## src/rtl/core/lkv_pkg.sv

```systemverilog
package lkv_pkg;

  localparam int MAX_ENTRIES = 16;
  localparam int IDX_W       = (MAX_ENTRIES > 1) ? $clog2(MAX_ENTRIES) : 1;
  localparam int CNT_W       = $clog2(MAX_ENTRIES + 1);
  localparam int RANK_W      = IDX_W;
  localparam int DATA_W      = 32;
  localparam int CAP_W       = 5;

  localparam logic [CAP_W-1:0]  CAP_RESET  = 5'd16;
  localparam logic              OP_GET     = 1'b0;
  localparam logic              OP_PUT     = 1'b1;
  localparam logic [DATA_W-1:0] MISS_VALUE = {DATA_W{1'b1}};
  localparam logic [DATA_W-1:0] PUT_VALUE  = {DATA_W{1'b0}};

endpackage

```

## src/rtl/core/lru_key_value_cache_top.sv

```systemverilog
// a single key comparator walks the key memory in the scan state, the first scan step
// covering the read latency, then the update state and the result state follow
// the next request is taken the cycle after the result is registered, so the cache takes
// a new request only once the last one is through; a result still stalled at the output
// delays the result cycle
// synchronous active-low reset empties the cache and sets the capacity to 16; memories kept
module lru_key_value_cache_top
  import lkv_pkg::*;
(
  input  logic                     clk,
  input  logic                     rst_n,
  input  logic                     cfg_wr_en,
  input  logic [CAP_W-1:0]         cfg_wr_data,
  input  logic                     in_valid,
  output logic                     in_stall,
  input  logic                     in_op,
  input  logic signed [DATA_W-1:0] in_lookup_key,
  input  logic signed [DATA_W-1:0] in_write_value,
  output logic                     out_valid,
  input  logic                     out_stall,
  output logic                     out_hit,
  output logic signed [DATA_W-1:0] out_read_value
);

  localparam int CMP_W = (CAP_W > CNT_W) ? CAP_W : CNT_W;

  typedef enum logic [1:0] {
    ST_IDLE,
    ST_SCAN,
    ST_UPDATE,
    ST_RESP
  } state_t;

  state_t state_r;

  logic [CAP_W-1:0]       cap_r;
  logic [MAX_ENTRIES-1:0] valid_r;
  logic [RANK_W-1:0]      rank_r [MAX_ENTRIES];
  logic [CNT_W-1:0]       used_r;
  logic [CNT_W-1:0]       cnt_r;

  logic              op_r;
  logic [DATA_W-1:0] key_r;
  logic [DATA_W-1:0] val_r;

  logic              found_r;
  logic [IDX_W-1:0]  found_idx_r;
  logic [RANK_W-1:0] found_rank_r;
  logic              vic_ok_r;
  logic [IDX_W-1:0]  vic_idx_r;
  logic [RANK_W-1:0] vic_rank_r;
  logic              free_ok_r;
  logic [IDX_W-1:0]  free_idx_r;

  logic              out_valid_r;
  logic              out_hit_r;
  logic [DATA_W-1:0] out_value_r;

  logic              key_wr_en;
  logic              val_wr_en;
  logic              val_rd_en;
  logic              key_rd_en;
  logic [IDX_W-1:0]  tgt_idx;
  logic [RANK_W-1:0] tgt_limit;
  logic              age_all;
  logic              insert_new;
  logic              do_promote;
  logic [DATA_W-1:0] key_q;
  logic [DATA_W-1:0] val_q;

  logic [IDX_W-1:0]  cmp_idx;
  logic              cmp_hit;
  logic [CMP_W-1:0]  cap_ext;
  logic [CMP_W-1:0]  cap_eff;
  logic              full;
  logic              in_xfer;

  assign in_stall  = !rst_n || (state_r != ST_IDLE);
  assign in_xfer   = in_valid && !in_stall;
  assign out_valid = out_valid_r;
  assign out_hit   = out_hit_r;
  assign out_read_value = out_value_r;

  // zero behaves as one, anything above the array size saturates
  always_comb begin
    cap_ext = CMP_W'(cap_r);
    if (cap_ext == '0) begin
      cap_eff = CMP_W'(1);
    end else if (cap_ext > CMP_W'(MAX_ENTRIES)) begin
      cap_eff = CMP_W'(MAX_ENTRIES);
    end else begin
      cap_eff = cap_ext;
    end
  end

  assign full = CMP_W'(used_r) >= cap_eff;

  // key read for cnt_r is registered, so the compare runs one entry behind
  assign cmp_idx   = IDX_W'(cnt_r - CNT_W'(1));
  assign cmp_hit   = valid_r[cmp_idx] && (key_q == key_r);
  assign key_rd_en = (state_r == ST_SCAN) && (cnt_r < CNT_W'(MAX_ENTRIES));

  // target of the update cycle
  always_comb begin
    tgt_idx    = found_idx_r;
    tgt_limit  = found_rank_r;
    age_all    = 1'b0;
    insert_new = 1'b0;
    do_promote = 1'b0;
    key_wr_en  = 1'b0;
    val_wr_en  = 1'b0;
    val_rd_en  = 1'b0;
    if (state_r == ST_UPDATE) begin
      priority if (found_r) begin
        do_promote = 1'b1;
        val_wr_en  = (op_r == OP_PUT);
        val_rd_en  = (op_r == OP_GET);
      end else if (op_r == OP_PUT && full) begin
        tgt_idx    = vic_idx_r;
        tgt_limit  = vic_rank_r;
        do_promote = vic_ok_r;
        key_wr_en  = vic_ok_r;
        val_wr_en  = vic_ok_r;
      end else if (op_r == OP_PUT) begin
        tgt_idx    = free_idx_r;
        age_all    = 1'b1;
        insert_new = free_ok_r;
        do_promote = free_ok_r;
        key_wr_en  = free_ok_r;
        val_wr_en  = free_ok_r;
      end else begin
        // get miss leaves the store as it is
        do_promote = 1'b0;
      end
    end
  end

  lkv_ram #(
    .DEPTH (MAX_ENTRIES),
    .WIDTH (DATA_W)
  ) u_key_ram (
    .clk     (clk),
    .wr_en   (key_wr_en),
    .wr_addr (tgt_idx),
    .wr_data (key_r),
    .rd_en   (key_rd_en),
    .rd_addr (cnt_r[IDX_W-1:0]),
    .rd_data (key_q)
  );

  lkv_ram #(
    .DEPTH (MAX_ENTRIES),
    .WIDTH (DATA_W)
  ) u_val_ram (
    .clk     (clk),
    .wr_en   (val_wr_en),
    .wr_addr (tgt_idx),
    .wr_data (val_r),
    .rd_en   (val_rd_en),
    .rd_addr (tgt_idx),
    .rd_data (val_q)
  );

  always_ff @(posedge clk) begin
    if (!rst_n) begin
      state_r     <= ST_IDLE;
      cap_r       <= CAP_RESET;
      valid_r     <= '0;
      used_r      <= '0;
      cnt_r       <= '0;
      out_valid_r <= 1'b0;
      for (int i = 0; i < MAX_ENTRIES; i++) begin
        rank_r[i] <= '0;
      end
    end else begin
      if (cfg_wr_en) begin
        cap_r <= cfg_wr_data;
      end
      // the result cycle reloads the output register itself
      if (out_valid_r && !out_stall && state_r != ST_RESP) begin
        out_valid_r <= 1'b0;
      end

      unique case (state_r)
        ST_IDLE: begin
          if (in_xfer) begin
            op_r      <= in_op;
            key_r     <= in_lookup_key;
            val_r     <= in_write_value;
            cnt_r     <= '0;
            found_r   <= 1'b0;
            vic_ok_r  <= 1'b0;
            free_ok_r <= 1'b0;
            state_r   <= ST_SCAN;
          end
        end

        ST_SCAN: begin
          cnt_r <= cnt_r + CNT_W'(1);
          if (cnt_r != '0) begin
            if (cmp_hit && !found_r) begin
              found_r      <= 1'b1;
              found_idx_r  <= cmp_idx;
              found_rank_r <= rank_r[cmp_idx];
            end
            if (valid_r[cmp_idx] && (!vic_ok_r || rank_r[cmp_idx] > vic_rank_r)) begin
              vic_ok_r   <= 1'b1;
              vic_idx_r  <= cmp_idx;
              vic_rank_r <= rank_r[cmp_idx];
            end
            if (!valid_r[cmp_idx] && !free_ok_r) begin
              free_ok_r  <= 1'b1;
              free_idx_r <= cmp_idx;
            end
          end
          if (cnt_r == CNT_W'(MAX_ENTRIES)) begin
            state_r <= ST_UPDATE;
          end
        end

        ST_UPDATE: begin
          if (do_promote) begin
            for (int i = 0; i < MAX_ENTRIES; i++) begin
              if (IDX_W'(i) == tgt_idx) begin
                rank_r[i] <= '0;
              end else if (valid_r[i] && (age_all || rank_r[i] < tgt_limit)) begin
                rank_r[i] <= rank_r[i] + RANK_W'(1);
              end
            end
          end
          if (insert_new) begin
            valid_r[tgt_idx] <= 1'b1;
            used_r           <= used_r + CNT_W'(1);
          end
          state_r <= ST_RESP;
        end

        ST_RESP: begin
          // hold the result back until the output register is free
          if (!out_valid_r || !out_stall) begin
            out_valid_r <= 1'b1;
            out_hit_r   <= found_r;
            if (op_r == OP_PUT) begin
              out_value_r <= PUT_VALUE;
            end else if (found_r) begin
              out_value_r <= val_q;
            end else begin
              out_value_r <= MISS_VALUE;
            end
            state_r <= ST_IDLE;
          end
        end

        default: begin
          state_r <= ST_IDLE;
        end
      endcase
    end
  end

endmodule

```

## src/rtl/core/lkv_ram.sv

```systemverilog
module lkv_ram #(
  parameter int DEPTH = 16,
  parameter int WIDTH = 32
) (
  input  logic                                          clk,
  input  logic                                          wr_en,
  input  logic [((DEPTH > 1) ? $clog2(DEPTH) : 1)-1:0]  wr_addr,
  input  logic [WIDTH-1:0]                              wr_data,
  input  logic                                          rd_en,
  input  logic [((DEPTH > 1) ? $clog2(DEPTH) : 1)-1:0]  rd_addr,
  output logic [WIDTH-1:0]                              rd_data
);

  logic [WIDTH-1:0] mem [DEPTH];
  logic [WIDTH-1:0] rd_data_r;

  always_ff @(posedge clk) begin
    if (wr_en) begin
      mem[wr_addr] <= wr_data;
    end
    if (rd_en) begin
      rd_data_r <= mem[rd_addr];
    end
  end

  assign rd_data = rd_data_r;

endmodule

```

## config.mk

```make
export PLATFORM = sky130hd
export DESIGN_NAME = lru_key_value_cache_top
export DESIGN_NICKNAME = d
export VERILOG_FILES = /design/src/rtl/core/lkv_pkg.sv /design/src/rtl/core/lru_key_value_cache_top.sv /design/src/rtl/core/lkv_ram.sv
export SDC_FILE = /design/constraint.sdc
export NUM_CORES = 1
export LEC_CHECK = 0
export ABC_AREA = 1
export BUFFER_PORTS_ARGS = -buffer_cell sky130_fd_sc_hd__buf_4
export CAP_MARGIN = 0
export CORE_ASPECT_RATIO = 0.9
export CORE_UTILIZATION = 49
export CTS_BUF_LIST = sky130_fd_sc_hd__clkbuf_8 sky130_fd_sc_hd__clkbuf_16
export CTS_CLUSTER_SIZE = 16
export DETAILED_ROUTE_END_ITERATION = 8
export HOLD_SLACK_MARGIN = 0.12
export REMOVE_ABC_BUFFERS = 1
export SLEW_MARGIN = 20
export SYNTH_ARGS = -nofsm -noshare
export SYNTH_HDL_FRONTEND = slang
export SYNTH_HIERARCHICAL = 1
export SYNTH_SLANG_ARGS = --single-unit
```

## constraint.sdc

```tcl
create_clock -name clk -period 5.07 [get_ports clk]
set_input_delay 0.2535 -clock clk [delete_from_list [all_inputs] [get_ports clk]]
set_output_delay 0.2535 -clock clk [all_outputs]
set_load 0.01 [all_outputs]
```

### Word-level counts from Yosys, hierarchy flattened

Memory sizes are Yosys's and may differ from the RTL's. A register that Yosys moved wholly into a read port is not among the register bits.
Cells that the tools add are included.

| storage, ports and cells | value |
|---|---|
| input port bits | 75 |
| register bits | 155 |
| memories kept | 3 |
| logic and storage cells | 459 |
| bits in writable memories | 1088 |

Memory list:

| name | words | width | read ports | clocked after Yosys merged registers in | write ports | line | source |
|---|---|---|---|---|---|---|---|
| u_key_ram.mem | 16 | 32 | 1 | 1 | 1 | lkv_ram.sv:14 | `logic [WIDTH-1:0] mem [DEPTH];` |
| u_val_ram.mem | 16 | 32 | 1 | 1 | 1 | lkv_ram.sv:14 |  |
| rank_r | 16 | 4 | 17 | 0 | 16 | lru_key_value_cache_top.sv:38 | `logic [RANK_W-1:0] rank_r [MAX_ENTRIES];` |

| operators by class | value |
|---|---|
| add/sub/neg operators | 19 |
| bitwise operators | 34 |
| reductions and logical operators | 70 |
| eq/ne operators | 28 |
| muxes and demuxes | 263 |
| magnitude comparators | 23 |

Operators by type and width:

| cell | number |
|---|---|
| $mux W1 | 210 |
| $mux W4 | 39 |
| $add A4 B1 Y4 const B | 16 |
| $lt A4 B4 Y1 | 16 |
| $eq A32 B32 Y1 | 1 |
| $eq A4 B4 Y1 const A | 8 |
| $mux W32 | 1 |
| $or A1 B1 Y1 | 32 |
| $logic_and A1 B1 Y1 | 26 |
| $logic_or A1 B1 Y1 | 19 |
| $eq A3 B4 Y1 const A | 4 |
| $or A16 B16 Y16 | 1 |
| $mux W5 | 3 |
| $reduce_and A5 Y1 | 3 |
| $reduce_and A4 Y1 | 3 |
| $add A5 B1 Y5 const B | 2 |
| $lt A4 B5 Y1 const B | 2 |
| $ne A2 B1 Y1 const B | 5 |
| $pmux W5 S2 | 1 |
| $reduce_and A3 Y1 | 3 |
| $eq A2 B4 Y1 const A | 2 |
| $logic_not A1 Y1 | 8 |
| $pmux W2 S4 | 1 |
| $mux W2 | 3 |
| other kinds (21) | 28 |

### Logic depth before layout (Yosys ltp)

Gate-level depths: netlist of the first run.

| logic depth | value |
|---|---|
| word-level depth | 18 |
| mapped depth | 24 |

### Modules after synthesis

The synthesis of the first run kept the hierarchy.

Modules (own cells, without submodules):

| module | cells each | area an instance (um^2) | instances |
|---|---|---|---|
| lkv_ram | 2120 | 23050.9 | 2 |
| lru_key_value_cache_top | 1292 | 11833.8 | 1 |

### Least setup slack after synthesis of the first run

OpenSTA, ideal clock, no wires.

| timing path | value |
|---|---|
| kind | register to register |
| from | register cnt_r[0] |
| to | register vic_idx_r[0], enable pin |
| stages on the path, launching flop included | 25 |
| library setup time | 370 ps |
| setup slack | 1262 ps |
| data arrival time | 3437 ps |
| period minus slack after synthesis | 3808 ps |
| cell sequence | dfxtp_1 buf_2 inv_2 clkbuf_1 ha_1 buf_2 inv_1 buf_2 o21ai_0 a21oi_1 a21oi_1 a221oi_1 or2_2 inv_1 ha_1 inv_1 nor2_1 o211ai_1 nand2_1 nand2_1 nand2_1 nand2_1 nor2_1 inv_1 nor2_1 |

| between the ends | value |
|---|---|
| cells in the longest elaborated chain, start to end | 6 |

Ends and longest elaborated chain:

| what | line | source |
|---|---|---|
| start: declaration | lru_key_value_cache_top.sv:40 | `logic [CNT_W-1:0] cnt_r;` |
| start signal: assignment | lru_key_value_cache_top.sv:199 | `cnt_r <= cnt_r + CNT_W'(1);` |
| $sub A4 B1 Y4 * | lru_key_value_cache_top.sv:99 | `assign cmp_idx = IDX_W'(cnt_r - CNT_W'(1));` |
| via cmp_idx[0] | lru_key_value_cache_top.sv:71 | `logic [IDX_W-1:0] cmp_idx;` |
| $mem_v2 Z16 W4 | n/a |  |
| $gt A4 B4 Y1 | lru_key_value_cache_top.sv:206 | `if (valid_r[cmp_idx] && (!vic_ok_r \|\| rank_r[cmp_idx] > vic_rank_r)) begin` |
| $logic_or A1 B1 Y1 | lru_key_value_cache_top.sv:206 |  |
| $logic_and A1 B1 Y1 * | lru_key_value_cache_top.sv:206 |  |
| $reduce_and A4 Y1 (no line) * | n/a |  |
| end signal: assignment | lru_key_value_cache_top.sv:208 | `vic_idx_r <= cmp_idx;` |
| end: declaration | lru_key_value_cache_top.sv:50 | `logic [IDX_W-1:0] vic_idx_r;` |

Mark *: on every way through the listed nets, which the timed path passes. The rest lies on a longest branch. The select of a mux whose other input is x is not followed.
A chain may end at the register's enable or synchronous reset.

### Worst setup path after layout of the first run

| timing path | value |
|---|---|
| from | register cnt_r[0] |
| to | register vic_rank_r[1] (read register of rank_r), enable pin |

| between the ends | value |
|---|---|
| cells in the longest elaborated chain, start to end | 6 |

Ends and longest elaborated chain:

| what | line | source |
|---|---|---|
| $sub A4 B1 Y4 | lru_key_value_cache_top.sv:99 |  |
| $mem_v2 Z16 W4 | n/a |  |
| $gt A4 B4 Y1 | lru_key_value_cache_top.sv:206 |  |
| $logic_or A1 B1 Y1 | lru_key_value_cache_top.sv:206 |  |
| $logic_and A1 B1 Y1 | lru_key_value_cache_top.sv:206 |  |
| $reduce_and A4 Y1 (no line) * | n/a |  |
| end: declaration | lru_key_value_cache_top.sv:51 | `logic [RANK_W-1:0] vic_rank_r;` |

Every way passes the cells marked *; elsewhere a longest branch is shown, timed or not. The select of a mux whose other input is x is not followed.

==> key figures, run 1 <==
Outcome
  – Status: completed

GRT
  – Global-route wire length before repair: about 220,000 um
  – GRT Util Overall: 24.58%
  – Initial antenna violation count: 2
  – Number of global-route vias before repair: ~37,000
  – Largest net degree at the start of global routing: around 180
  – Global route total overflow: 0

Timing
  – Hold_ws: 0.1804 ns
  – Final min period: between 4 and 5 ns
  – Fin crit share: approximately 85%
  – RSZ-0062 raised after global routing: false
  – Fmax: 231.1 MHz
  – Slew Limit Fails: 0
  – Post-route setup slack: 0.7425 ns
  – Slew headroom: around a quarter
  – Worst-Margin Slew: approximately 1.1 ns
  – Finish-stage setup viols: 0
  – Final hold vios: 0
  – Clk_skew: between 0.02 and 0.025 ns

Clock tree
  – Clock latency on the worst-skew pair: about 0.78 ns
  – CTS sink count: between 1,000 and 1,500
  – CTS Root Cell: clkbuf_16
  – Cts bufs inserted: ~140
  – Clock transition at path regs: around 0.06 ns
  – CTS tree: done
  – H-tree Lvls: 4
  – Max clock buf depth: 3

Yosys
  – Yosys Warn Count: 6
  – EDFF count, synth: roughly 1,300
  – Post-synthesis cell count: between 5,000 and 6,000
  – Cell variety after synth: between 40 and 50
  – Async S/R FF share, synth: 0%
  – Post-Syn Area: 57,940 sq um
  – Avg Cell Area, Syn: roughly 10 sq um
  – Sequential element share of the synthesized area: between 60% and 70%
  – Ys flop type: edfxtp_1
  – Number of synthesized register bits: between 1,000 and 1,500

Die
  – Initial Utilization: roughly half
  – Num rows: between 100 and 150
  – Die area: around 120,000 sq um
  – Die X: 364.5 um
  – Core Area: about 120,000 sq um
  – Chip Height: 328.2 um
  – IO Pins: 110

Drt
  – Vias per cell: between 5 and 6
  – Routed Antenna Nets: 0
  – First-pass DRT Iterations: 5
  – WL final: 145,400 um
  – Vias: between 30,000 and 40,000
  – # DRC: 0
  – DRT iter0 DRCs: around 3,500
  – Drt wl/cell: about 20 um

Cells and area
  – Commonest non-fill, non-tap cells in the layout: nand2_1, edfxtp_1, inv_1, nand3_1, nor2_1
  – Commonest non-fill, non-tap cell in the layout: nand2_1
  – Syn-to-layout area delta: 12.90%
  – Diode count: 0
  – Finished Core Util: 55.82%
  – Fin nets: about 5,800
  – Register area: 38,920 sq um
  – Fillers: 9,963
  – Layout cell share with drive strength beyond 1: 8.302%
  – Multi-input logic area: 14,250 sq um
  – Design area: roughly 65,000 sq um

Power
  – Pint: 18,840 uW
  – Sw frac: 26.35%
  – Clk pwr share: 37.9%
  – Comb power frac: between 10% and 20%
  – Leakage: between 0.02 and 0.03 uW
  – Switch Pwr: a little under 7000 uW
  – Total chip power: 25,580 uW
  – Flop pwr share: 50.2%
  – Pwr Density: ~400 nW/um^2
  – Max IR drop VDD: between 0.3 and 0.4 mV

Critical path
  – Crit Path Max Fanout: 58
  – CP endpoint kind: flip-flop
  – Arr. time, crit path: 4.73 ns
  – Req. time, crit path: roughly 5.5 ns
  – CP Class: flip-flop to flip-flop
  – Reg2Reg Depth: 21
  – Type of origin of the critical path: flip-flop

Placed design
  – Post-DP HPWL: 78,880 um
  – PortBufs: roughly 110
  – Placed inst area: 60,290 sq um
  – Place WS: roughly 0.86 ns
  – Routability-driven placement congestion ratio: around 0.86

Job
  – Max-Cap Viols: 0

Min path
  – Hold Crit Depth: 5
  – HP Class: input pin to flip-flop
## area by class of cell
class / count / share of cell area [%]
multi-input cells: 3056 / 21.79
clock buffers: 142 / 5.415
flip-flops and latches: 1307 / 59.50
clock inverters: 100 / 1.153
well taps: 1573 / 3.009
repair buffers: 278 / 3.791
inverters: 923 / 5.337
## through the flow
stage | std cells | TNS (ns)
5_1_grt | 7379 | 0
3_3_place_gp | 7055 | 0
4_1_cts | 7379 | 0
6_report | 7379 | 0
3_5_place_dp | 7055 | 0
2_1_floorplan | 5286 | -1725.29
## kinds of logic after synthesis
group / count (synthesis) / share of synthesized area [%]
AO/OA/AOI/OAI: 157 / 1.503
XOR/XNOR: 50 / 0.7688
adder cells (fa/ha/maj): 66 / 1.425
buffers and inverters: 1169 / 8.718
flip-flops: 1307 / 67.16
AND/OR/NAND/NOR: 2783 / 20.43
## final timing paths
check,from,endpoint,slack (ns)
worst min register to register,valid_r[2]$_SDFFE_PN0P_,valid_r[2]$_SDFFE_PN0P_,0.48
worst min-delay path,in_valid,cnt_r[1]$_SDFFE_PN0P_,0.18
worst max-delay path,cnt_r[0]$_SDFFE_PN0P_,vic_rank_r[1]$_DFFE_PP_,0.74
worst max register to register,cnt_r[0]$_SDFFE_PN0P_,vic_rank_r[1]$_DFFE_PP_,0.74
## layer usage
| metal | vias up | global-route usage [%] | wire length (um) |
|---|---|---|---|
| met5 | - | 0 | 0 |
| met4 | 0 | 7.791 | 3448 |
| met1 | 18520 | 34.49 | 64650 |
| met2 | 1217 | 39.87 | 68650 |
| li1 | 18380 | - | - |
| met3 | 208 | 3.172 | 8603 |
## flip-flops by register name, summed over array words and instances (netlist names), 16 cells and up
signal	cells
key_r	32
out_read_value	32
rank_r	64
u_key_ram/mem	512
u_key_ram/rd_data	32
u_val_ram/mem	512
u_val_ram/rd_data	32
val_r	32
valid_r	16
## power groups by stage
stage	clock network (uW)	registers [uW]	logic, uW
after floorplan	0	13000	2030
after global placement	0	13100	2960
after detailed placement	0	13100	3000
after CTS	9870	12800	3060
after global routing	10200	12900	3400
final	9680	12800	3060
## cells in the mapped netlist (all sizes together) (22+ instances only)
library cell | number | share of area, %
dfxtp | 34 | 1.2
clkbuf | 52 | 0.34
nor2 | 244 | 1.6
o21ai | 34 | 0.29
xor2 | 28 | 0.44
xnor2 | 22 | 0.33
nand2 | 1658 | 11
nand3 | 837 | 7.4
inv | 921 | 6.0
buf | 194 | 2.4
ha | 66 | 1.4
edfxtp | 1273 | 66
a21oi | 95 | 0.83
## worst max-delay path, cell delays in order (launching register included)
cell,delay [ns]
dfxtp_4,0.68
inv_2,0.07
ha_1,0.32
inv_1,0.25
buf_4,0.29
o21ai_0,0.11
a21oi_1,0.13
a21oi_1,0.06
a221oi_1,0.31
or2_2,0.17
inv_1,0.06
ha_1,0.30
inv_1,0.04
nor2_1,0.08
o211ai_1,0.08
nand2_1,0.07
nand2_1,0.06
nand2_1,0.05
nand2_1,0.05
nor2_1,0.10
inv_1,0.07
nor2_1,0.59
## repair_timing
item | CTS | global route
hold buffers | 82 | 0
resized for setup | 0 | 0
setup buffers | 0 | 0
endpoints found under the hold margin | 108 | 0
Note: power is estimated with default switching activity, not from simulation.
==> run 2, diff against run 1 <==
--- a/config.mk
+++ b/config.mk
@@ -9,7 +9,7 @@
 export BUFFER_PORTS_ARGS = -buffer_cell sky130_fd_sc_hd__buf_4
 export CAP_MARGIN = 0
 export CORE_ASPECT_RATIO = 0.9
-export CORE_UTILIZATION = 49
+export CORE_UTILIZATION = 45
 export CTS_BUF_LIST = sky130_fd_sc_hd__clkbuf_8 sky130_fd_sc_hd__clkbuf_16
 export CTS_CLUSTER_SIZE = 16
 export DETAILED_ROUTE_END_ITERATION = 8
==> run 2 against run 1 <==
- worst setup slack better by 0.10 ns
- final area is 0.40% higher
- die area is 8.8% higher
- core utilization is 4.3 points lower
- highest routed layer unchanged
==> key figures, run 2 (same netlist as run 1, synthesis figures left out) <==
Cells and area
  – Commonest non-fill, non-tap cells in the layout: nand2_1, edfxtp_1, inv_1, nand3_1, nor2_1
  – Diode count: 0 (unchanged)
  – Layout cell share with drive strength beyond 1: 8.598% (+0.30 points)
  – Non-filler cells, final: 7,516 (+1.9%)
  – Finished Core Util: 51.55% (-4.3 points)
  – Largest registers: u_key_ram/mem x512, u_val_ram/mem x512, rank_r x64
  – Design area: 65,670 sq um (+0.40%)
  – Commonest non-fill, non-tap cell in the layout: nand2_1
  – Fin nets: 5,850 (+0.068%)
  – Syn-to-layout area delta: 13.35%

Critical path
  – Critical path launch point: cnt_r[0]$_SDFFE_PN0P_
  – Arr. time, crit path: 4.62 ns (-0.11 ns)
  – Crit Path Max Fanout: 29 (-50%)
  – CP Class: flip-flop to flip-flop
  – Reg2reg setup slack: 0.84 ns (+0.10 ns)
  – FF-to-FF End: vic_idx_r[2]$_DFFE_PP_
  – Req. time, crit path: 5.46 ns (about the same)
  – Type of origin of the critical path: flip-flop
  – RR Startpoint: cnt_r[0]$_SDFFE_PN0P_
  – Reg2Reg Depth: 21 (unchanged)
  – CP endpoint kind: flip-flop
  – Crit path capture: vic_idx_r[2]$_DFFE_PP_

Placed design
  – PortBufs: 109 (unchanged)
  – Routability-driven placement congestion ratio: 0.8592 (-0.56%)
  – Dpl cells: 7,187 (+1.9%)
  – Placed inst area: 60,500 sq um (+0.35%)
  – Post-DP HPWL: 79,220 um (+0.43%)

Clock tree
  – CTS sink count: 1,307 (unchanged)
  – Clock transition at path regs: 0.06 ns (about the same)
  – CTS Root Cell: clkbuf_16
  – CTS Hold Bufs: 83 (+1.2%)
  – H-tree Lvls: 4 (unchanged)
  – Max clock buf depth: 3 (unchanged)
  – Setup bufs post-CTS: 0 (unchanged)
  – CTS tree: done
  – Clock latency on the worst-skew pair: 0.77 ns (about the same)
  – Cts repair resizes: 0 (unchanged)
  – Cts bufs inserted: 138 (-0.72%)

Timing
  – Final hold vios: 0 (unchanged)
  – RSZ-0062 raised after global routing: false
  – Worst-Margin Slew: 1.098 ns (-0.004916 ns)
  – Clk_skew: 0.04122 ns (+0.01645 ns)
  – Finish-stage setup viols: 0 (unchanged)
  – Slew Limit Fails: 0 (unchanged)
  – Final min period: 4.226 ns (-0.1015 ns)
  – Slew headroom: 26.80% (+0.33 points)
  – Fmax: 236.6 MHz (+2.4%)
  – Fin crit share: 83.35% (-2.0 points)

Power
  – Total chip power: 25,670 uW (+0.34%)
  – Pwr Density: 390.8 nW/um^2 (about the same)
  – Pint: 18,940 uW (+0.54%)
  – Max IR drop VDD: 0.2627 mV (-18%)
  – Flop pwr share: 49.8% (-0.4 points)
  – Leakage: 0.02738 uW (+0.17%)
  – Clk pwr share: 38.0% (about the same)
  – Comb power frac: 12.2% (+0.2 points)
  – Sw frac: 26.21% (-0.15 points)
  – Switch Pwr: 6726 uW (-0.21%)

Min path
  – HP Class: input pin to flip-flop

Drt
  – First-pass DRT Iterations: 6 (+1)
  – Vias per cell: 5.036 (-3.0%)
  – Drt wl/cell: 18.89 um (-4.1%)
  – Routed Antenna Nets: 0 (unchanged)
  – # DRC: 0 (unchanged)
  – WL final: 142,000 um (-2.3%)
  – Vias: 37,850 (-1.2%)
  – DRT iter0 DRCs: 3,328 (-4.0%)

Die
  – Die X: 380.2 um (+4.3%)
  – Chip Height: 342.4 um (+4.3%)
  – Die area: 130,200 sq um (+8.8%)
  – IO Pins: 110 (unchanged)
  – Initial Utilization: 45.48% (-4.0 points)
  – Num rows: 124 (+4.2%)
  – Core Area: 127,400 sq um (+8.7%)

GRT
  – Largest net degree at the start of global routing: 193 (+10%)
  – GRT Util Overall: 21.98% (-2.6 points)
  – Number of global-route vias before repair: 36,290 (-1.1%)
  – Initial antenna violation count: 2 (unchanged)
  – Global route total overflow: 0 (unchanged)
  – Global-route wire length before repair: 219,000 um (-1.2%)

Job
  – Max-Cap Viols: 0 (unchanged)

Outcome
  – Status: completed
## run 2: changes by cell type in the layout (fill, tap and decap cells not counted), sizes merged
cell	change
inv	-6
clkinv	+5
buf	+4
clkbuf	+2
clkinvlp	+2
bufinv	+1
dlygate4sd3	+1
## run 2: worst max-delay path, cell delays in order (launching register included)
cell      delay, ns
dfxtp_4        0.34
inv_2          0.37
ha_1           0.34
inv_1          0.26
buf_4          0.31
o21ai_0        0.14
a21oi_1        0.16
a21oi_1        0.06
a221oi_1       0.24
or2_2          0.15
inv_1          0.07
ha_1           0.31
inv_1          0.04
nor2_1         0.09
o211ai_1       0.09
nand2_1        0.06
nand2_1        0.05
nand2_1        0.05
nand2_1        0.05
nor2_1         0.10
inv_1          0.06
nor2_1         0.51
## run 2: metrics by stage
stage / setup WS [ns] / TNS (ns) / hold WS (ns)
floorplan: -5.203 / -1725.29 / 0.3524
global placement: 0.9032 / 0 / 0.4322
detailed placement: 0.9391 / 0 / 0.4327
CTS: 0.9048 / 0 / 0.1562
global route: 0.4582 / 0 / 0.1884
finish: 0.8440 / 0 / 0.2154
## run 2: layer usage
metal  track usage (%)  up-vias  share of wire [%]
li1                  -    18380                  -
met1             30.47    18090                 44
met2             35.75     1166                 47
met3             3.117      215                6.2
met4             7.115        0                2.5
met5                 0        -                  0
## run 2: layout make-up
cell class,instances,area (sq um)
clock buffers,144,3592
clock inverters,102,742.0
fillers,11070,61710
inverters,923,3488
multi-input cells,3056,14250
flip-flops and latches,1307,38920
well taps,1701,2128
repair buffers,283,2545
## run 2: how the worst min path moves through the flow
stage          slack [ns]  cells after the start             endpoint         startpoint
5_1_grt              0.19                      2  key_r[25]$_DFFE_PP_  in_lookup_key[25]
3_5_place_dp         0.43                      1  key_r[11]$_DFFE_PP_  in_lookup_key[11]
6_report             0.22                      2  key_r[13]$_DFFE_PP_  in_lookup_key[13]
3_3_place_gp         0.43                      1  key_r[15]$_DFFE_PP_  in_lookup_key[15]
2_1_floorplan        0.35                      0   key_r[0]$_DFFE_PP_   in_lookup_key[0]
4_1_cts              0.16                      2  key_r[13]$_DFFE_PP_  in_lookup_key[13]
## run 2: power groups by stage
stage / clock [uW] / combinational (uW) / sequential (uW)
4_1_cts: 9960 / 3150 / 12800
6_report: 9760 / 3130 / 12800
5_1_grt: 10400 / 3510 / 12800
2_1_floorplan: 0 / 2030 / 13000
3_3_place_gp: 0 / 3050 / 13000
3_5_place_dp: 0 / 3080 / 13000
